--- config.mk ---
export PLATFORM = sky130hd
export DESIGN_NAME = sfir_back
export DESIGN_NICKNAME = d
export VERILOG_FILES = /design/src/rtl/sfir_pkg.sv /design/src/rtl/sfir_back.sv
export SDC_FILE = /design/constraint.sdc
export NUM_CORES = 2
export LEC_CHECK = 0
export BUFFER_PORTS_ARGS = -buffer_cell sky130_fd_sc_hd__buf_2
export CAP_MARGIN = 20
export CELL_PAD_IN_SITES_DETAIL_PLACEMENT = 1
export CELL_PAD_IN_SITES_GLOBAL_PLACEMENT = 1
export CORE_ASPECT_RATIO = 1.2
export CORE_MARGIN = 4
export CORE_UTILIZATION = 45
export CTS_CLUSTER_DIAMETER = 120
export DETAILED_ROUTE_END_ITERATION = 10
export PLACE_DENSITY = 0.71
export SYNTH_ARGS = -nofsm -noshare
export SYNTH_HDL_FRONTEND = slang
export SYNTH_SLANG_ARGS = --single-unit
export TNS_END_PERCENT = 100
--- constraint.sdc ---
create_clock -name clock -period 18.5 [get_ports clock]
set_input_delay 0.925 -clock clock [delete_from_list [all_inputs] [get_ports clock]]
set_output_delay 0.925 -clock clock [all_outputs]
set_load 0.01 [all_outputs]
--- src/rtl/sfir_pkg.sv ---
// Shared types, constants and rounding helpers of the separable FIR image filter.
package sfir_pkg;

   localparam int TAPS_DEF     = 5;
   localparam int MAX_COLS_DEF = 1024;
   localparam int MAX_ROWS_DEF = 1024;
   localparam int MAX_TAPS     = 5;
   localparam int MAX_LINES    = MAX_TAPS - 1;

   localparam int POS_W   = 13;
   localparam int PIX_W   = 8;
   localparam int COEF_W  = 16;
   localparam int HV_W    = 16;
   localparam int OUT_W   = 20;
   localparam int COORD_W = 10;
   localparam int HSUM_W  = 28;
   localparam int VPROD_W = 32;
   localparam int VSUM_W  = 35;

   localparam int Q_DEPTH = 8;
   localparam int Q_AW    = 3;

   localparam logic [2:0] REG_WIDTH  = 3'd0;
   localparam logic [2:0] REG_HEIGHT = 3'd1;
   localparam logic [2:0] REG_COEF0  = 3'd2;
   localparam logic [2:0] REG_COEF1  = 3'd3;
   localparam logic [2:0] REG_COEF2  = 3'd4;
   localparam logic [2:0] REG_COEF3  = 3'd5;
   localparam logic [2:0] REG_COEF4  = 3'd6;

   typedef struct packed {
      logic [POS_W-1:0]                      width;
      logic [POS_W-1:0]                      height;
      logic [MAX_TAPS-1:0][COEF_W-1:0]       coef;
   } cfg_type;

   typedef struct packed {
      logic [HV_W-1:0]                       hv;
      logic [MAX_LINES-1:0][HV_W-1:0]        cw;
      logic [COORD_W-1:0]                    col;
      logic [COORD_W-1:0]                    row;
      logic                                  last;
   } entry_type;

   // Round half up by 2^14, saturate to 16 bits signed.
   function automatic logic signed [HV_W-1:0] round_h(input logic signed [HSUM_W-1:0] s);
      logic signed [HSUM_W:0] t;
      logic signed [HSUM_W:0] q;
      t = {s[HSUM_W-1], s} + (HSUM_W+1)'(8192);
      q = t >>> 14;
      if (q > (HSUM_W+1)'(32767))
         return 16'sh7fff;
      else if (q < -(HSUM_W+1)'(32768))
         return 16'sh8000;
      else
         return q[HV_W-1:0];
   endfunction

   // Round half up by 2^14, saturate to 20 bits signed.
   function automatic logic signed [OUT_W-1:0] round_v(input logic signed [VSUM_W-1:0] s);
      logic signed [VSUM_W:0] t;
      logic signed [VSUM_W:0] q;
      t = {s[VSUM_W-1], s} + (VSUM_W+1)'(8192);
      q = t >>> 14;
      if (q > (VSUM_W+1)'(524287))
         return 20'sh7ffff;
      else if (q < -(VSUM_W+1)'(524288))
         return 20'sh80000;
      else
         return q[OUT_W-1:0];
   endfunction

endpackage

--- src/rtl/sfir_back.sv ---
// Back end: vertical filter and output register.
module sfir_back #(
   parameter int TAPS = sfir_pkg::TAPS_DEF
) (
   input  logic                              clock,
   input  logic                              reset,
   input  sfir_pkg::cfg_type                 cfg,
   input  logic                              not_empty,
   input  sfir_pkg::entry_type               head,
   output logic                              pop,
   output logic                              rsp_tvalid,
   input  logic                              rsp_tready,
   output logic [39:0]                       rsp_tdata,
   output logic                              rsp_tlast
);
   localparam int LINES = TAPS - 1;

   logic v1_ff, v2_ff, adv2, adv1;
   logic signed [sfir_pkg::VPROD_W-1:0] p_ff [TAPS];
   logic [sfir_pkg::COORD_W-1:0] col1_ff, row1_ff, col2_ff, row2_ff;
   logic last1_ff, last2_ff;
   logic signed [sfir_pkg::OUT_W-1:0] val2_ff;
   logic signed [sfir_pkg::VSUM_W-1:0] vsum;

   assign adv2 = !v2_ff || rsp_tready;
   assign adv1 = !v1_ff || adv2;
   assign pop  = not_empty && adv1;

   always_ff @(posedge clock) begin
      if (reset) begin
         v1_ff <= 1'b0;
         v2_ff <= 1'b0;
      end else begin
         if (adv1)
            v1_ff <= pop;
         if (adv2)
            v2_ff <= v1_ff;
      end
   end

   always_ff @(posedge clock) begin
      if (pop) begin
         col1_ff  <= head.col;
         row1_ff  <= head.row;
         last1_ff <= head.last;
         for (int i = 0; i < LINES; i++)
            p_ff[i] <= $signed(cfg.coef[i]) * $signed(head.cw[i]);
         p_ff[LINES] <= $signed(cfg.coef[LINES]) * $signed(head.hv);
      end
   end

   always_comb begin
      vsum = '0;
      for (int i = 0; i < TAPS; i++)
         vsum = vsum + sfir_pkg::VSUM_W'(p_ff[i]);
   end

   always_ff @(posedge clock) begin
      if (adv2 && v1_ff) begin
         val2_ff  <= sfir_pkg::round_v(vsum);
         col2_ff  <= col1_ff;
         row2_ff  <= row1_ff;
         last2_ff <= last1_ff;
      end
   end

   assign rsp_tvalid = v2_ff;
   assign rsp_tdata  = {row2_ff, col2_ff, val2_ff};
   assign rsp_tlast  = last2_ff;

endmodule

==> metrics <==
outcome finished, final reports clean; synth unique cells 80; Detail Route Antenna Nets 0; R2R Path Start p_ff[0][4]; period utilization 0.389; synthesis-to-finish area growth 5.97%; minimum clock period after layout 7.19 ns; YS warnings 0; clock tree buffer depth 3; first-pass GRT wire length 258000 µm; Synth Area in Compound Gates 0.0509; slew of the pin with the lowest slew margin 0.848 ns; drt via density 5.08; CTS sink count 224; Clock Skews 0.0128 ns; CP required 18.80 ns; Clock Latency Late Sink 0.57 ns; f_max 139 MHz; flop-to-flop setup slack 13.32 ns; Synth Cell Area 0.0604 mm²; nets@finish 8405; worst-path fanout max 16; DRT iter0 DRCs 1545; syn_nets 8315; Seq/Total Area, Yosys 0.111; Root Buffer clkbuf_16; CTS clk-pin slew, worst paths 0.06 ns; IO Pins 254; Post-Route WL 156000 µm; R2R depth 15; ant diodes 0; Final Non-Filler Cells 8108; Synth Flop Type edfxtp_1; core area 0.133 mm²; type of the worst min-delay path register to register; Post-Syn Instances 6223; most frequent cells in the layout inv_1, fa_1, nand2_1, and2_1, ha_1; Synth Area in Adders 0.565; CTS tree built; initial antenna violation count 2; post-synthesis xor/xnor area fraction 0.0271; top cell type's share of synthesized area 0.466; Fillers 15.2k; Post-synth EDFFs 222; gpl congestion 0.850; GRT Overall Usage 0.231; max-cap violations 0; Die X-Extent 342 µm; WL per Instance 19.2 µm; share of cells above drive strength 1 0.0483; total global routing overflow 0; Die Y 409 µm; hold_sp col1_ff[1]; hold path cells 0; Critical R2R Capture val2_ff[10]; Final Max Slew Viols 0; post-synth top area cell fa_1; initial core utilization 0.455; Vias 41.2k; Area contributors post-synth fa_1, edfxtp_1, inv_1, ha_1, and2_1; Setup TNS 0 ns; Slew HR 0.435; First-pass DRT Iterations 5; post_cts resized 0; Hold EP col2_ff[1]; Post-Place Cells 8062; CP arrival 7.50 ns; post-CTS setup buffer count 0; Avg Cell Area, Syn 9.70 µm²; drc violations 0; mux share of post-synthesis cell area 0.000332; Seq cells post-synth 224; hold_buf cts 0; Final setup violation count 0; maximum level of the CTS H-tree 1; crit start category input pin; largest net degree at the start of global routing 66; Worst Setup End Kind register; die area 0.140 mm²; largest family of logic cells by synthesized area adder cells; post-detail-place hpwl 132000 µm; Inserted Clock Buffers 25; post-synthesis async set-or-reset flop share 0; RSZ-0062 raised after global routing false; worst setup path class input pin to register; I/O Buffers 227; most common cell after layout, fill and taps aside inv_1; Post-Synth Simple-Gate Area 0.127; # rows 146; vias in the first global route 48.7k; Hold Violations, Final 0
## cell families (layout without fill, tap and decap cells)
family / Yosys count / after routing
XOR/XNOR: 187 / 187
buffers and inverters: 1911 / 2020
AO/OA/AOI/OAI: 449 / 449
flip-flops: 224 / 224
adder cells (fa/ha/maj): 1881 / 1881
multiplexers: 2 / 2
AND/OR/NAND/NOR: 1569 / 1569
## critical path: stages
cell,delay [ns]
buf_2,0.25
and2_1,0.24
fa_1,0.54
inv_1,0.06
fa_1,0.47
fa_1,0.51
fa_1,0.55
inv_1,0.05
fa_1,0.51
fa_1,0.44
ha_1,0.37
a21o_1,0.20
a21o_1,0.16
a21oi_1,0.13
o21ai_0,0.09
a221o_1,0.38
o211ai_1,0.39
a211oi_1,0.18
o31ai_1,0.38
or4b_1,0.49
o311ai_1,0.18
## sequential cells by signal (all words and copies together) (netlist names)
signal	flops
row1_ff	10
rsp_tvalid	1
p_ff	160
last1_ff	1
col2_ff	10
val2_ff	20
col1_ff	10
v1_ff	1
row2_ff	10
rsp_tlast	1
## per-layer routing
| metal | part of all wire | vias up | global-route usage | wire length (µm) |
|---|---|---|---|---|
| met4 | 0.021 | 0 | 0.0447 | 3200 |
| met5 | 0 | - | 0 | 0 |
| li1 | - | 18400 | - | - |
| met2 | 0.54 | 582 | 0.434 | 83700 |
| met1 | 0.42 | 22000 | 0.296 | 65000 |
| met3 | 0.026 | 177 | 0.0138 | 4020 |
## cell type report
cell class	count	area, µm²	area share
clock buffers	28	637	0.00996
clock inverters	18	214	0.00335
inverters	1743	6540	0.102
multi-input cells	4088	46500	0.727
flip-flops and latches	224	6710	0.105
well taps	1776	2220	0.0347
repair buffers	231	1170	0.0182
## cell usage after synthesis (all sizes together), types with 3 or more instances
library cell / count
o41ai: 3
inv: 1743
nand3: 19
o21a: 30
o211ai: 9
and2: 549
edfxtp: 222
nor4: 4
nand2: 731
nor2: 133
a21o: 67
nand4: 8
a21boi: 9
and4: 4
o31a: 4
clkbuf: 165
fa: 1406
a311oi: 4
buf: 3
ha: 475
or2: 6
a211oi: 21
o311ai: 4
or4: 3
nand2b: 35
and3: 18
o31ai: 12
xor2: 45
nor2b: 15
or3: 7
nor3: 26
a2111oi: 10
a21oi: 134
a31o: 6
xnor2: 142
nor3b: 3
nand3b: 4
a31oi: 11
o21ai: 66
o21bai: 31
o22ai: 3
## per-stage QoR
step / area (µm²) / hold slack [ns] / setup slack, ns / utilization
6_report: 64000 / 0.417 / 11.31 / 0.482
5_1_grt: 64000 / 0.421 / 10.92 / 0.482
4_1_cts: 64000 / 0.417 / 11.27 / 0.482
3_5_place_dp: 63100 / 0.406 / 10.68 / 0.476
3_3_place_gp: 63100 / 0.400 / 10.77 / 0.476
2_1_floorplan: 60400 / 0.400 / 3.24 / -
## worst max-delay path by stage
| stage | from | to | slack, ns | depth (start not counted) |
|---|---|---|---|---|
| 6_report | cfg[71] | p_ff[0][158] | 11.31 | 21 |
| 5_1_grt | head[86] | p_ff[0][158] | 10.92 | 22 |
| 4_1_cts | cfg[73] | p_ff[0][158] | 11.27 | 20 |
| 3_5_place_dp | head[86] | p_ff[0][158] | 10.68 | 22 |
| 3_3_place_gp | cfg[71] | p_ff[0][158] | 10.77 | 21 |
| 2_1_floorplan | rsp_tready | col1_ff[0] | 3.24 | 2 |
Power is left out: the tool's default activity adds up to more than one toggle a clock period on the data nets, which glitch-free logic cannot reach.
