<file path="config.mk">
export PLATFORM = sky130hd
export DESIGN_NAME = sfir_queue
export DESIGN_NICKNAME = d
export VERILOG_FILES = /design/src/rtl/sfir_pkg.sv /design/src/rtl/sfir_queue.sv
export SDC_FILE = /design/constraint.sdc
export NUM_CORES = 1
export LEC_CHECK = 0
export BUFFER_PORTS_ARGS = -buffer_cell sky130_fd_sc_hd__buf_2
export CAP_MARGIN = 15
export CORE_ASPECT_RATIO = 0.9
export CORE_MARGIN = 2
export CORE_UTILIZATION = 54
export CTS_CLUSTER_DIAMETER = 120
export DETAILED_ROUTE_END_ITERATION = 12
export HOLD_SLACK_MARGIN = 0.06
export PLACE_DENSITY = 0.75
export REMOVE_ABC_BUFFERS = 1
export SYNTH_ARGS = -nofsm -noshare
export SYNTH_HDL_FRONTEND = slang
export SYNTH_SLANG_ARGS = --single-unit
</file>
<file path="constraint.sdc">
create_clock -name clock -period 8.07 [get_ports clock]
set_input_delay 1.2105 -clock clock [delete_from_list [all_inputs] [get_ports clock]]
set_output_delay 1.2105 -clock clock [all_outputs]
set_load 0.05 [all_outputs]
</file>
<file path="src/rtl/sfir_pkg.sv">
// Shared types, constants and rounding helpers of the separable FIR image filter.
package sfir_pkg;

   localparam int TAPS_DEF     = 5;
   localparam int MAX_COLS_DEF = 1024;
   localparam int MAX_ROWS_DEF = 1024;
   localparam int MAX_TAPS     = 5;
   localparam int MAX_LINES    = MAX_TAPS - 1;

   localparam int POS_W   = 13;
   localparam int PIX_W   = 8;
   localparam int COEF_W  = 16;
   localparam int HV_W    = 16;
   localparam int OUT_W   = 20;
   localparam int COORD_W = 10;
   localparam int HSUM_W  = 28;
   localparam int VPROD_W = 32;
   localparam int VSUM_W  = 35;

   localparam int Q_DEPTH = 8;
   localparam int Q_AW    = 3;

   localparam logic [2:0] REG_WIDTH  = 3'd0;
   localparam logic [2:0] REG_HEIGHT = 3'd1;
   localparam logic [2:0] REG_COEF0  = 3'd2;
   localparam logic [2:0] REG_COEF1  = 3'd3;
   localparam logic [2:0] REG_COEF2  = 3'd4;
   localparam logic [2:0] REG_COEF3  = 3'd5;
   localparam logic [2:0] REG_COEF4  = 3'd6;

   typedef struct packed {
      logic [POS_W-1:0]                      width;
      logic [POS_W-1:0]                      height;
      logic [MAX_TAPS-1:0][COEF_W-1:0]       coef;
   } cfg_type;

   typedef struct packed {
      logic [HV_W-1:0]                       hv;
      logic [MAX_LINES-1:0][HV_W-1:0]        cw;
      logic [COORD_W-1:0]                    col;
      logic [COORD_W-1:0]                    row;
      logic                                  last;
   } entry_type;

   // Round half up by 2^14, saturate to 16 bits signed.
   function automatic logic signed [HV_W-1:0] round_h(input logic signed [HSUM_W-1:0] s);
      logic signed [HSUM_W:0] t;
      logic signed [HSUM_W:0] q;
      t = {s[HSUM_W-1], s} + (HSUM_W+1)'(8192);
      q = t >>> 14;
      if (q > (HSUM_W+1)'(32767))
         return 16'sh7fff;
      else if (q < -(HSUM_W+1)'(32768))
         return 16'sh8000;
      else
         return q[HV_W-1:0];
   endfunction

   // Round half up by 2^14, saturate to 20 bits signed.
   function automatic logic signed [OUT_W-1:0] round_v(input logic signed [VSUM_W-1:0] s);
      logic signed [VSUM_W:0] t;
      logic signed [VSUM_W:0] q;
      t = {s[VSUM_W-1], s} + (VSUM_W+1)'(8192);
      q = t >>> 14;
      if (q > (VSUM_W+1)'(524287))
         return 20'sh7ffff;
      else if (q < -(VSUM_W+1)'(524288))
         return 20'sh80000;
      else
         return q[OUT_W-1:0];
   endfunction

endpackage

</file>
<file path="src/rtl/sfir_queue.sv">
// Small queue between the front and back ends.
module sfir_queue (
   input  logic                              clock,
   input  logic                              reset,
   input  logic                              push,
   input  sfir_pkg::entry_type               push_entry,
   input  logic                              pop,
   output logic                              not_empty,
   output sfir_pkg::entry_type               head,
   output logic [sfir_pkg::Q_AW:0]           count
);
   sfir_pkg::entry_type mem_ff [sfir_pkg::Q_DEPTH];
   logic [sfir_pkg::Q_AW-1:0] wp_ff, rp_ff;
   logic [sfir_pkg::Q_AW:0]   cnt_ff;

   assign not_empty = cnt_ff != '0;
   assign head      = mem_ff[rp_ff];
   assign count     = cnt_ff;

   always_ff @(posedge clock) begin
      if (push)
         mem_ff[wp_ff] <= push_entry;
   end

   always_ff @(posedge clock) begin
      if (reset) begin
         wp_ff  <= '0;
         rp_ff  <= '0;
         cnt_ff <= '0;
      end else begin
         if (push)
            wp_ff <= wp_ff + 1'b1;
         if (pop)
            rp_ff <= rp_ff + 1'b1;
         cnt_ff <= cnt_ff + (sfir_pkg::Q_AW+1)'(push) - (sfir_pkg::Q_AW+1)'(pop);
      end
   end

endmodule

</file>
==> impl_summary.txt <==
----------------------------------------------------
[Status]
  Result of the run ... completed

[Timing]
  Max Clock Skew ... 0.0115 ns
  Highest clock rate ... 208 MHz
  Slew Limit Headroom ... about a third
  TNS Setup ... 0 ns
  Worst hold-check slack ... 0.538 ns
  # setup viols final ... 0
  Final number of hold-violating endpoints ... 0
  Transition at the pin with the smallest max-transition slack ... 1.01 ns
  Setup repair after global routing missed its margin ... false
  Number of pins exceeding their max-slew limit in the final report ... 0
  Portion of the clock cycle consumed by the worst path in the final layout ... between 50% and 60%
  Post-layout worst setup margin ... roughly 3.3 ns
  Final critical path time including I/O delays and setup ... 4.80 ns

[Detailed routing]
  Total routed wirelength ... between 50000 and 60000 um
  Post-route DRC ... 0
  Initial detailed-routing violation count ... ~1100
  Routed Antenna Nets ... 0
  Post-detailed-route wirelength per cell ... 25.3 um
  Pre-antenna DRT Iters ... 5
  Vias ... between 10000 and 15000
  Via count normalized by instance count ... around 5.9

[Global route]
  Number of global-route vias before repair ... 14300
  Maximum number of pins on one net before global-route repair ... 164
  Antenna violations before repair ... 15
  Global-route usage over all layers ... 20.0%
  Wire length of the first global-routing pass ... 87900 um
  Global route total overflow ... 0

[Layout]
  Fraction of layout instances using a drive strength above 1 ... between 40% and 50%
  Fillers ... approximately 3700
  Fin nets ... approximately 1600
  Final instance area ... approximately 35000 um2
  Area growth from synthesis to final layout ... 14.4%

[Clocking]
  Sink Count ... 821
  Later-pin clock latency in the skew report ... roughly 0.61 ns
  CTS Buf Count ... 81
  Clock-pin slew reported for the worst setup and hold paths after clock tree synthesis ... ~0.06 ns
  Number of setup buffers added after CTS ... 0
  TritonCTS clock tree ... built
  Maximum number of buffers from clock root to sink ... 3
  Clk root buf ... clkbuf_16
  Post_cts resized ... 0
  H-tree lvl count ... 3
  CTS hold repair buffers ... 0

[Die]
  Total core area ... 56800 um2
  Die outline width ... 256 um
  Standard-cell row count ... 83
  Starting density of the core ... a little over half
  I/O pin total ... 211
  Vertical die dimension ... 231 um
  Die area ... 59200 um2

[Placed design]
  Global placer's final weighted congestion ... 0.700
  Total placed instance area ... between 30000 and 40000 um2
  Buffers on Ports ... 210
  Setup WS pre-CTS ... between 3 and 4 ns
  HPWL after detailed placement ... 30200 um

[Setup path]
  Reg2reg setup slack ... 5.20 ns
  Worst flop-to-flop path startpoint ... wp_ff[2]$_SDFFE_PP0P_
  Maximum fanout along the worst path ... 48
  Number of cells on the worst reg-to-reg path ... 4
  Critical Path Start Type ... register
  CP arrival ... 3.59 ns
  Type of the worst setup path ... reg2out
  Type of destination of the critical path ... output port
  Req. time, crit path ... approximately 7 ns
  Endpoint of the worst-slack reg-to-reg timing path ... mem_ff[2][99]$_DFFE_PP_

[Synthesis]
  Post-synthesis instance area ... between 30000 and 40000 um2
  Mapped Avg Cell Area ... between 20 and 30 um2
  Total of warnings raised by yosys ... 0
  Sequential share of the synthesized area ... about four fifths
  Cell variety after synth ... 23
  Post-Syn Instances ... 1235
  Flip-flop and latch count after synthesis ... between 800 and 900

[Power and ir drop]
  Total power density per cell area ... 267 nW/um2
  Reported leakage power ... about 11 nW
  Power, Total ... around 9.5 mW
  Worst ir drop on vdd ... 0.000154 V

[Worst hold path]
  Kind of path behind the tightest hold check ... reg2reg
  Number of instances on the worst hold path ... 2
  Startpoint of the worst hold path ... wp_ff[2]$_SDFFE_PP0P_
  Hold Path Sink ... wp_ff[2]$_SDFFE_PP0P_

[Job]
  Maximum capacitance violations ... 0

----------------------------------------------------
cells in the mapped netlist:
cell type / count / share of area, %
fa_1: 1 / 0.065
a31o_2: 1 / 0.028
buf_1: 15 / 0.18
inv_1: 7 / 0.085
buf_6: 20 / 0.73
nand2_1: 4 / 0.049
mux2i_1: 2 / 0.065
nor3_1: 2 / 0.032
ha_1: 7 / 0.28
buf_12: 1 / 0.065
nand2b_1: 4 / 0.081
xnor2_1: 2 / 0.057
xor2_1: 3 / 0.085
dfxtp_1: 13 / 0.84
clkbuf_1: 17 / 0.21
a21oi_1: 2 / 0.032
mux4_2: 202 / 15
buf_2: 4 / 0.065
mux2_2: 101 / 3.7
nor2b_1: 1 / 0.020
nor2_1: 16 / 0.19
nand3_1: 2 / 0.032
edfxtp_1: 808 / 78
worst max-delay path, cell delays in order, from the launching register on:
cell     delay, ns
dfxtp_4       0.95
buf_4         0.87
mux4_2        0.60
mux2_2        0.28
buf_2         0.22
registers in the layout (all words and copies together) (netlist names), named ones only:
register	flops
mem_ff	808
count	4
rp_ff	3
wp_ff	3
cells in the final DEF, fill, tap and decap left out, drive strengths merged, types with 2 or more instances in the layout:
cell | Yosys | layout
diode | 0 | 7
mux2i | 2 | 2
xor2 | 3 | 3
mux4 | 202 | 202
nand3 | 2 | 2
nand2b | 4 | 4
clkbuf | 17 | 106
buf | 40 | 230
nor2 | 16 | 16
ha | 7 | 7
nand2 | 4 | 4
mux2 | 101 | 101
xnor2 | 2 | 2
edfxtp | 808 | 808
bufinv | 0 | 6
clkinvlp | 0 | 3
clkinv | 0 | 31
nor3 | 2 | 2
a21oi | 2 | 2
inv | 7 | 8
dfxtp | 13 | 13
cells by family (layout without fill, tap and decap cells):
family          after synthesis  count (layout)  share of synthesized area [%]
fa+ha+maj                     8               8                          0.348
buf+inv                      64             384                           1.33
flops                       821             821                           79.3
xor+xnor                      5               5                          0.142
compound gates                3               3                         0.0607
other cells                   0               7                              0
simple gates                 29              29                          0.408
mux                         305             305                           18.4
how the worst max path moves through the flow:
| stage | slack (ns) | end |
|---|---|---|
| floorplan | -2.47 | head[0] |
| global placement | 3.84 | head[9] |
| detailed placement | 3.78 | head[93] |
| CTS | 3.11 | head[93] |
| global route | 2.93 | head[93] |
| finish | 3.27 | head[93] |
power by group:
part | internal (mW) | switching [mW] | leakage, nW | total [mW]
sequential | 4.80 | 0.0539 | 7.45 | 4.86
combinational | 0.346 | 0.663 | 2.53 | 1.01
clock | 2.10 | 1.50 | 1.23 | 3.60
total | 7.25 | 2.22 | 11.2 | 9.47
per-stage QoR:
stage,cells,utilization (%)
final,2327,62.3
after global routing,2323,62.3
after CTS,2320,62.3
after detailed placement,2173,57.8
after global placement,2173,57.8
after floorplan,1178,-
final cells by class:
| type | count | area (um2) | share of cell area, % |
|---|---|---|---|
| Multi-Input combinational cell | 350 | 6060 | 17.1 |
| Inverter | 7 | 26.3 | 0.0742 |
| Sequential cell | 821 | 24500 | 69.3 |
| Antenna cell | 7 | 17.5 | 0.0495 |
| Tap cell | 765 | 957 | 2.70 |
| Timing Repair Buffer | 230 | 1260 | 3.57 |
| Clock inverter | 41 | 362 | 1.02 |
| Clock buffer | 106 | 2180 | 6.17 |
metal layers:
| metal | global-route usage, % | wire (um) | part of all wire (%) |
|---|---|---|---|
| met2 | 31.6 | 28400 | 48 |
| met1 | 28.3 | 25000 | 42 |
| met3 | 5.37 | 4210 | 7.2 |
| met4 | 5.17 | 1150 | 1.9 |
| met5 | 0 | 99 | 0.17 |
Power figures use the tool's default switching activity.
